$ cat config.mk
export PLATFORM = sky130hd
export DESIGN_NAME = icd_hist
export DESIGN_NICKNAME = d
export VERILOG_FILES = /design/src/rtl/icd_pkg.sv /design/src/rtl/icd_hist.sv
export SDC_FILE = /design/constraint.sdc
export NUM_CORES = 2
export LEC_CHECK = 0
export ABC_AREA = 1
export BUFFER_PORTS_ARGS = -buffer_cell sky130_fd_sc_hd__buf_4
export CAP_MARGIN = 30
export CORE_UTILIZATION = 25
export CTS_CLUSTER_SIZE = 12
export DETAILED_ROUTE_END_ITERATION = 16
export GPL_ROUTABILITY_DRIVEN = 0
export SYNTH_ARGS = -nofsm -noshare
export SYNTH_HDL_FRONTEND = slang
export SYNTH_SLANG_ARGS = --single-unit
$ cat constraint.sdc
create_clock -name clock -period 18.5 [get_ports clock]
set_clock_uncertainty 0.05 [all_clocks]
set_input_delay 1.85 -clock clock [delete_from_list [all_inputs] [get_ports clock]]
set_output_delay 1.85 -clock clock [all_outputs]
set_load 0.05 [all_outputs]
$ cat src/rtl/icd_pkg.sv
// ----------------------------------------------------------------------------
// icd_pkg: shared types and constants for the ICMP covert channel detector
// Transfer payload structs, histogram control bundle and register indexes.
// ----------------------------------------------------------------------------
package icd_pkg;

   typedef struct packed {
      logic        opcode;
      logic [31:0] source_address;
      logic [31:0] dest_address;
      logic [31:0] time_seconds;
      logic [15:0] payload_length;
      logic [7:0]  payload_byte;
   } req_type;

   typedef struct packed {
      logic       no_session;
      logic [6:0] session_index;
      logic       stimulus_alert;
      logic       length_alert;
      logic       time_alert;
      logic       content_alert;
   } rsp_type;

   typedef struct packed {
      logic       clear;
      logic       inc;
      logic [7:0] value;
   } hist_ctl_type;

   localparam int HIST_DEPTH = 256;

   localparam logic OP_HEADER = 1'b0;
   localparam logic OP_BYTE   = 1'b1;

   localparam logic [1:0] CLASS_SHORT  = 2'd0;
   localparam logic [1:0] CLASS_MEDIUM = 2'd1;
   localparam logic [1:0] CLASS_LONG   = 2'd2;

   localparam logic [2:0] REG_TIMEOUT = 3'd0;
   localparam logic [2:0] REG_SHORT   = 3'd1;
   localparam logic [2:0] REG_MEDIUM  = 3'd2;
   localparam logic [2:0] REG_MINPKT  = 3'd3;
   localparam logic [2:0] REG_REPEAT  = 3'd4;

   localparam logic [15:0] RST_TIMEOUT = 16'd60;
   localparam logic [15:0] RST_SHORT   = 16'd20;
   localparam logic [15:0] RST_MEDIUM  = 16'd500;
   localparam logic [4:0]  RST_MINPKT  = 5'd6;
   localparam logic [7:0]  RST_REPEAT  = 8'd6;

endpackage

$ cat src/rtl/icd_hist.sv
// ----------------------------------------------------------------------------
// icd_hist: per-packet payload byte histogram
// Read-modify-write of 8-bit counts, tracks how many values exceed the limit.
// ----------------------------------------------------------------------------
module icd_hist (
   input  logic                 clock,
   input  logic                 reset,
   input  icd_pkg::hist_ctl_type ctl,
   input  logic [7:0]           limit,
   output logic                 alert
);
   import icd_pkg::*;

   logic [7:0]            mem [HIST_DEPTH];
   logic [HIST_DEPTH-1:0] seen_ff;
   logic                  upd_ff;
   logic [7:0]            val_ff;
   logic [7:0]            q_ff;
   logic [8:0]            over_ff;
   logic [7:0]            old_cnt;
   logic [7:0]            new_cnt;
   logic                  old_hi;
   logic                  new_hi;

   // entries not touched this packet read as zero
   always_comb begin
      old_cnt = seen_ff[val_ff] ? q_ff : 8'd0;
      new_cnt = old_cnt + 8'd1;
      old_hi  = old_cnt > limit;
      new_hi  = new_cnt > limit;
   end

   always_ff @(posedge clock) begin
      if (ctl.inc) begin
         q_ff   <= mem[ctl.value];
         val_ff <= ctl.value;
      end
      if (upd_ff) begin
         mem[val_ff] <= new_cnt;
      end
   end

   always_ff @(posedge clock) begin
      if (reset) begin
         upd_ff  <= 1'b0;
         seen_ff <= '0;
         over_ff <= '0;
      end else begin
         upd_ff <= ctl.inc;
         if (ctl.clear) begin
            seen_ff <= '0;
            over_ff <= '0;
         end else if (upd_ff) begin
            seen_ff[val_ff] <= 1'b1;
            if (new_hi && !old_hi) begin
               over_ff <= over_ff + 9'd1;
            end else if (old_hi && !new_hi) begin
               over_ff <= over_ff - 9'd1;
            end
         end
      end
   end

   assign alert = over_ff != 9'd0;

endmodule

[Word-level counts from Yosys, hierarchy flattened]
Memory sizes are Yosys's and may differ from the RTL's. A register that Yosys moved wholly into a read port is not among the register bits.
Cells that the tools add are included.
Operators by class
  add/subtract/negate cells: 3
  magnitude comparators: 4
  muxes and demuxes: 9
  bitwise logic cells: 1
  reductions and logical operators: 9
Operator list (number)
  256-bit OR: 1
  9-bit 2-to-1 mux: 2
  8-bit greater-than comparator: 2
  9-bit by 1-bit adder with 9-bit output (second input constant): 1
  8-bit by 9-bit < comparator with 1-bit output (second input constant): 1
  9-bit nonzero test: 1
  9-bit by 1-bit subtractor with 9-bit output (second input constant): 1
  8-bit by 1-bit adder with 8-bit output (second input constant): 1
  1-bit binary-select mux with 8-bit select: 1
  1-bit demux with 8-bit select: 1
  8-bit by 1-bit greater-or-equal comparator with 1-bit output (second input constant): 1
  8-bit 2-to-1 mux: 1
  1-bit 2-to-1 mux: 4
  1-bit logical AND: 3
  1-bit zero test: 2
  2-bit AND reduction: 1
  2-bit nonzero test: 1
  2-bit OR reduction: 1
Storage, ports and cells
  register bits after elaboration: 274
  memory bits (writable): 2048
  bits of input ports: 20
  output and inout port bits: 1
  logic and storage cells: 31
  memories: 1
Memories
  mem: words 256, bits a word 8, read ports 1, clocked after memory_dff 1, write ports 1, line icd_hist.sv:14  | logic [7:0] mem [HIST_DEPTH];

[Longest topological paths before layout]
  depth in word-level cells: 9
  mapped depth: 45

[Worst setup path after synthesis]
OpenSTA, ideal clock, no wires.
  path kind: register to register
  from: register val_ff[0]
  to: register over_ff[8]
  library setup time: 0.119 ns
  arrival: 15.174 ns
  required time: 18.331 ns
  path slack: 3.156 ns
  cell stages (with the launch flop): 40
  buffers on the path: 3
  period minus slack after synthesis: 15.344 ns
  path through: edfxtp_1 buf_6 buf_6 buf_2 nand2_1 nand2_1 nand2_1 nand3_1 nand2_1 nand2_1 nor2_1 nor2_1 nor2_1 nand2_1 nand2_1 nand2_2 inv_2 nand2_1 [... 4 more ...] nor2_1 xor2_1 ha_1 a32oi_1 ha_1 inv_1 fa_1 nand3_1 nand2_1 a21o_1 a21oi_1 o21ai_0 a21oi_1 nor2_1 nor2_1 nand2_1 o21ai_0 a21oi_1
On the way
  cells in the longest elaborated chain, start to end: 9
  elaborated cells on any way between the ends: 13
Ends and longest elaborated chain
  start, declared: line icd_hist.sv:17  | logic [7:0] val_ff;
  start signal, assigned: line icd_hist.sv:36  | val_ff <= ctl.value;
  1-bit binary-select mux with 8-bit select *: line icd_hist.sv:27  | old_cnt = seen_ff[val_ff] ? q_ff : 8'd0;
  1-bit 2-to-1 mux (not written as such) *: line icd_hist.sv:27
  8-bit 2-to-1 mux *: line icd_hist.sv:27
  8-bit by 1-bit adder with 8-bit output *: line icd_hist.sv:28  | new_cnt = old_cnt + 8'd1;
  net new_cnt[0]: line icd_hist.sv:21  | logic [7:0] new_cnt;
  8-bit greater-than comparator *: line icd_hist.sv:30  | new_hi = new_cnt > limit;
  1-bit zero test: line icd_hist.sv:57  | end else if (old_hi && !new_hi) begin
  1-bit logical AND: line icd_hist.sv:57
  2-bit nonzero test (no line)
  2-bit AND reduction (no line)
  end signal, assigned: line icd_hist.sv:56  | over_ff <= over_ff + 9'd1;
  end signal, assigned: line icd_hist.sv:58  | over_ff <= over_ff - 9'd1;
  end, declared: line icd_hist.sv:19  | logic [8:0] over_ff;
The timed path passes the listed nets; every way through them passes the cells marked *. The select of a mux whose other input is x is not followed.
A chain may end at the register's enable or synchronous reset.

[Worst setup path in the final report]
Ends and elaborated chain as after synthesis.

==> run_results.csv <==
group,metric,value,unit
outcome,outcome,"completed",
sta,whs,0.418,ns
worst_setup_path,end_kind,"flop",
power,p_int,8150,uW
route,ant_nets,0,
clock_network,clock_latency,0.92,ns
cells_and_area,register_area,67300,sq um
synth,synth_area_per_cell,11.4,sq um
grt,met3_usage,0.0199,
clock_network,cts.path.max_buffers,3,
synth,ys_ff_latch,2330,
clock_network,post_cts_buffers,0,
route,viasPerCell,4.78,
clock_network,cts_buffers,227,
power,switching_share,0.227,
placement,portBuffers,20,
route,first_pass_iters,6,
cells_and_area,multi_input_area,23100,sq um
route,drtIter0Drc,6830,
grt,gr-usage-met2,0.227,
synth,synth_top_area_cell,"edfxtp_1",
synth,yosys.area.top_type_share,0.665,
worst_setup_path,cpMaxStageDelayCell,"buf_4",
sta,max_slew_margin,0.179,
worst_setup_path,arrival,9.08,ns
cells_and_area,final_cell_mix,"nor2_1 (2,094), edfxtp_1 (2,064), o21ai_0 (1,211)",
worst_setup_path,critPathMaxFanout,158,
sta,min_period,8.32,ns
grt,grt_use_total,0.138,
grt,grt_max_degree,201,
grt,antenna_found_initial,3,
floorplanning,rows,223,
route,wl_per_cell,20.3,um
sta,fin_crit_sh,0.450,
cells_and_area,final_nets,8141,
grt,busiest_layer,"met2",
sta,hold_viol_final,0,
floorplanning,fp.dieH,612,um
sta,tightestPinTransition,1.23,ns
synth,synthArstFlopShare,0,
floorplanning,core_area,370000,sq um
floorplanning,start_util,0.252,
job,drv_cap,0,
min_path,holdCritPathClass,"reg2reg",
cells_and_area,final_common_cell,"nor2_1",
grt,grt_pass1_vias,58800,
worst_setup_path,slowest_delay,0.83,ns
sta,setup_viol,0,
synth,synth_cell_types,36,
clock_network,cts_tree,"built",
grt,grt_pass1_wl,394000,um
worst_setup_path,worst-setup-path-type,"reg2reg",
synth,syn_nets,8183,
floorplanning,io_pins,21,
sta,fin_setup_tns,0,ns
synth,syn_area,93200,sq um
sta,rsz0062_at_grt,"false",
cells_and_area,drive_gt1_frac,0.0728,
worst_setup_path,critPathLaunchType,"flop",
clock_network,ctsHoldBuffers,0,
power,pwr_density_cell,98.8,nW/um^2
synth,ys_seq_area_frac,0.722,
clock_network,cts-root-buf,"clkbuf_16",
synth,synthCells,8137,
placement,hpwl,153000,um
sta,slew_violations,0,
power,pwr-share-seq,0.536,
grt,grt.overflow.total,0,
worst_setup_path,crit_required,19.26,ns
synth,synth_flop_cell,"edfxtp_1",
route,wl,268000,um
cells_and_area,n_fill_cell,37800,
power,power_frac_comb,0.049,
synth,synth_edf_count,2064,
power,p_clk_frac,0.415,
synth,yosys_warnings,0,
cells_and_area,area_growth,14.5,%
worst_setup_path,cp_common_cell,"nand2_1",
clock_network,htreeDepth,4,
route,route.vias.total,63200,
route,drc,0,
power,ir_worst_vdd,0.112,mV
power,power.leakage,0.0332,uW
synth,synth_area_leaders,"edfxtp_1 (67%), nor2_1 (8.4%), o21ai_0 (6.5%), dfxtp_1 (5.7%), o22ai_1 (4.1%)",
power,power.net_switching,2390,uW
clock_network,post_cts_resized,0,
floorplanning,die_w,612,um
clock_network,path_clk_slew,0.06,ns
clock_network,cts_sinks,2330,
grt,met1_usage,0.184,
floorplanning,die_area,375000,sq um
sta,max_freq,120,MHz
[flip-flops by register name (all words and copies together) (netlist names)]
signal and flops:
over_ff 9, seen_ff 256, upd_ff 1, val_ff 8, mem 2048, q_ff 8
[power groups by stage]
stage / clock [uW] / combinational, uW / sequential [uW]
after global placement: 0 / 504 / 5770
after global routing: 4610 / 551 / 5650
final: 4370 / 514 / 5650
after CTS: 4420 / 510 / 5650
after floorplan: 0 / 320 / 5760
after detailed placement: 0 / 509 / 5770
[critical path, delay by kind of cell, from the launching register on]
family | cells | cell delay [ns]
compound gates | 9 | 1.67
xor+xnor | 1 | 0.35
fa+ha+maj | 4 | 1.31
buf+inv | 7 | 2.05
flops | 1 | 0.42
simple gates | 19 | 2.27
[cell usage after synthesis, drive strengths merged (9+ instances only)]
cell type / count
buf: 146
clkbuf: 409
o22ai: 611
nand3: 209
inv: 118
a21o: 9
edfxtp: 2064
nor2: 2103
a21oi: 23
ha: 25
dfxtp: 266
o21ai: 1236
nand2: 888
[per-layer routing]
| layer | wire (um) | up-vias | share of wire |
|---|---|---|---|
| met5 | 0 | - | 0 |
| met4 | 9260 | 0 | 0.035 |
| met3 | 19100 | 466 | 0.071 |
| met2 | 127000 | 2401 | 0.47 |
| met1 | 113000 | 31600 | 0.42 |
| li1 | - | 28800 | - |
[stage by stage]
stage               worst slack [ns]  cell area [sq um]  utilization  std cells  total power (uW)
floorplan                       3.16              93200            -       8137              6080
global placement               10.23              98300        0.266      12700              6270
detailed placement             10.24              99600        0.269      12800              6270
CTS                            10.26             106000        0.288      13200             10600
global route                    9.42             107000        0.288      13200             10800
finish                         10.18             107000        0.288      13200             10500
[worst paths after layout]
path / cells past startpoint / start / slack [ns] / to
worst min register to register: 2 / seen_ff[140] / 0.42 / seen_ff[140]
worst max register to register: 40 / val_ff[0] / 10.18 / over_ff[8]
worst min-delay path: 2 / seen_ff[140] / 0.42 / seen_ff[140]
worst max-delay path: 40 / val_ff[0] / 10.18 / over_ff[8]
[logic make-up (layout without fill, tap and decap cells)]
| logic type | count (synthesis) | count (layout) | share of synthesized area |
|---|---|---|---|
| buffers and inverters | 675 | 807 | 0.0301 |
| other | 0 | 1 | 0 |
| XOR/XNOR | 9 | 9 | 0.000846 |
| AND/OR/NAND/NOR | 3208 | 3208 | 0.133 |
| AO/OA/AOI/OAI | 1889 | 1889 | 0.110 |
| flip-flops | 2330 | 2330 | 0.722 |
| adder cells (fa/ha/maj) | 26 | 26 | 0.00357 |
[area by class of cell]
cell class / count / share of cell area
clock buffer: 355 / 0.0594
sequential: 2330 / 0.631
tap: 4950 / 0.0581
antenna: 1 / 0.0000235
timing repair buffer: 284 / 0.0244
inverter: 120 / 0.00480
multi-input combinational: 5132 / 0.217
clock inverter: 48 / 0.00547
Note: power is estimated with default switching activity, not from simulation.
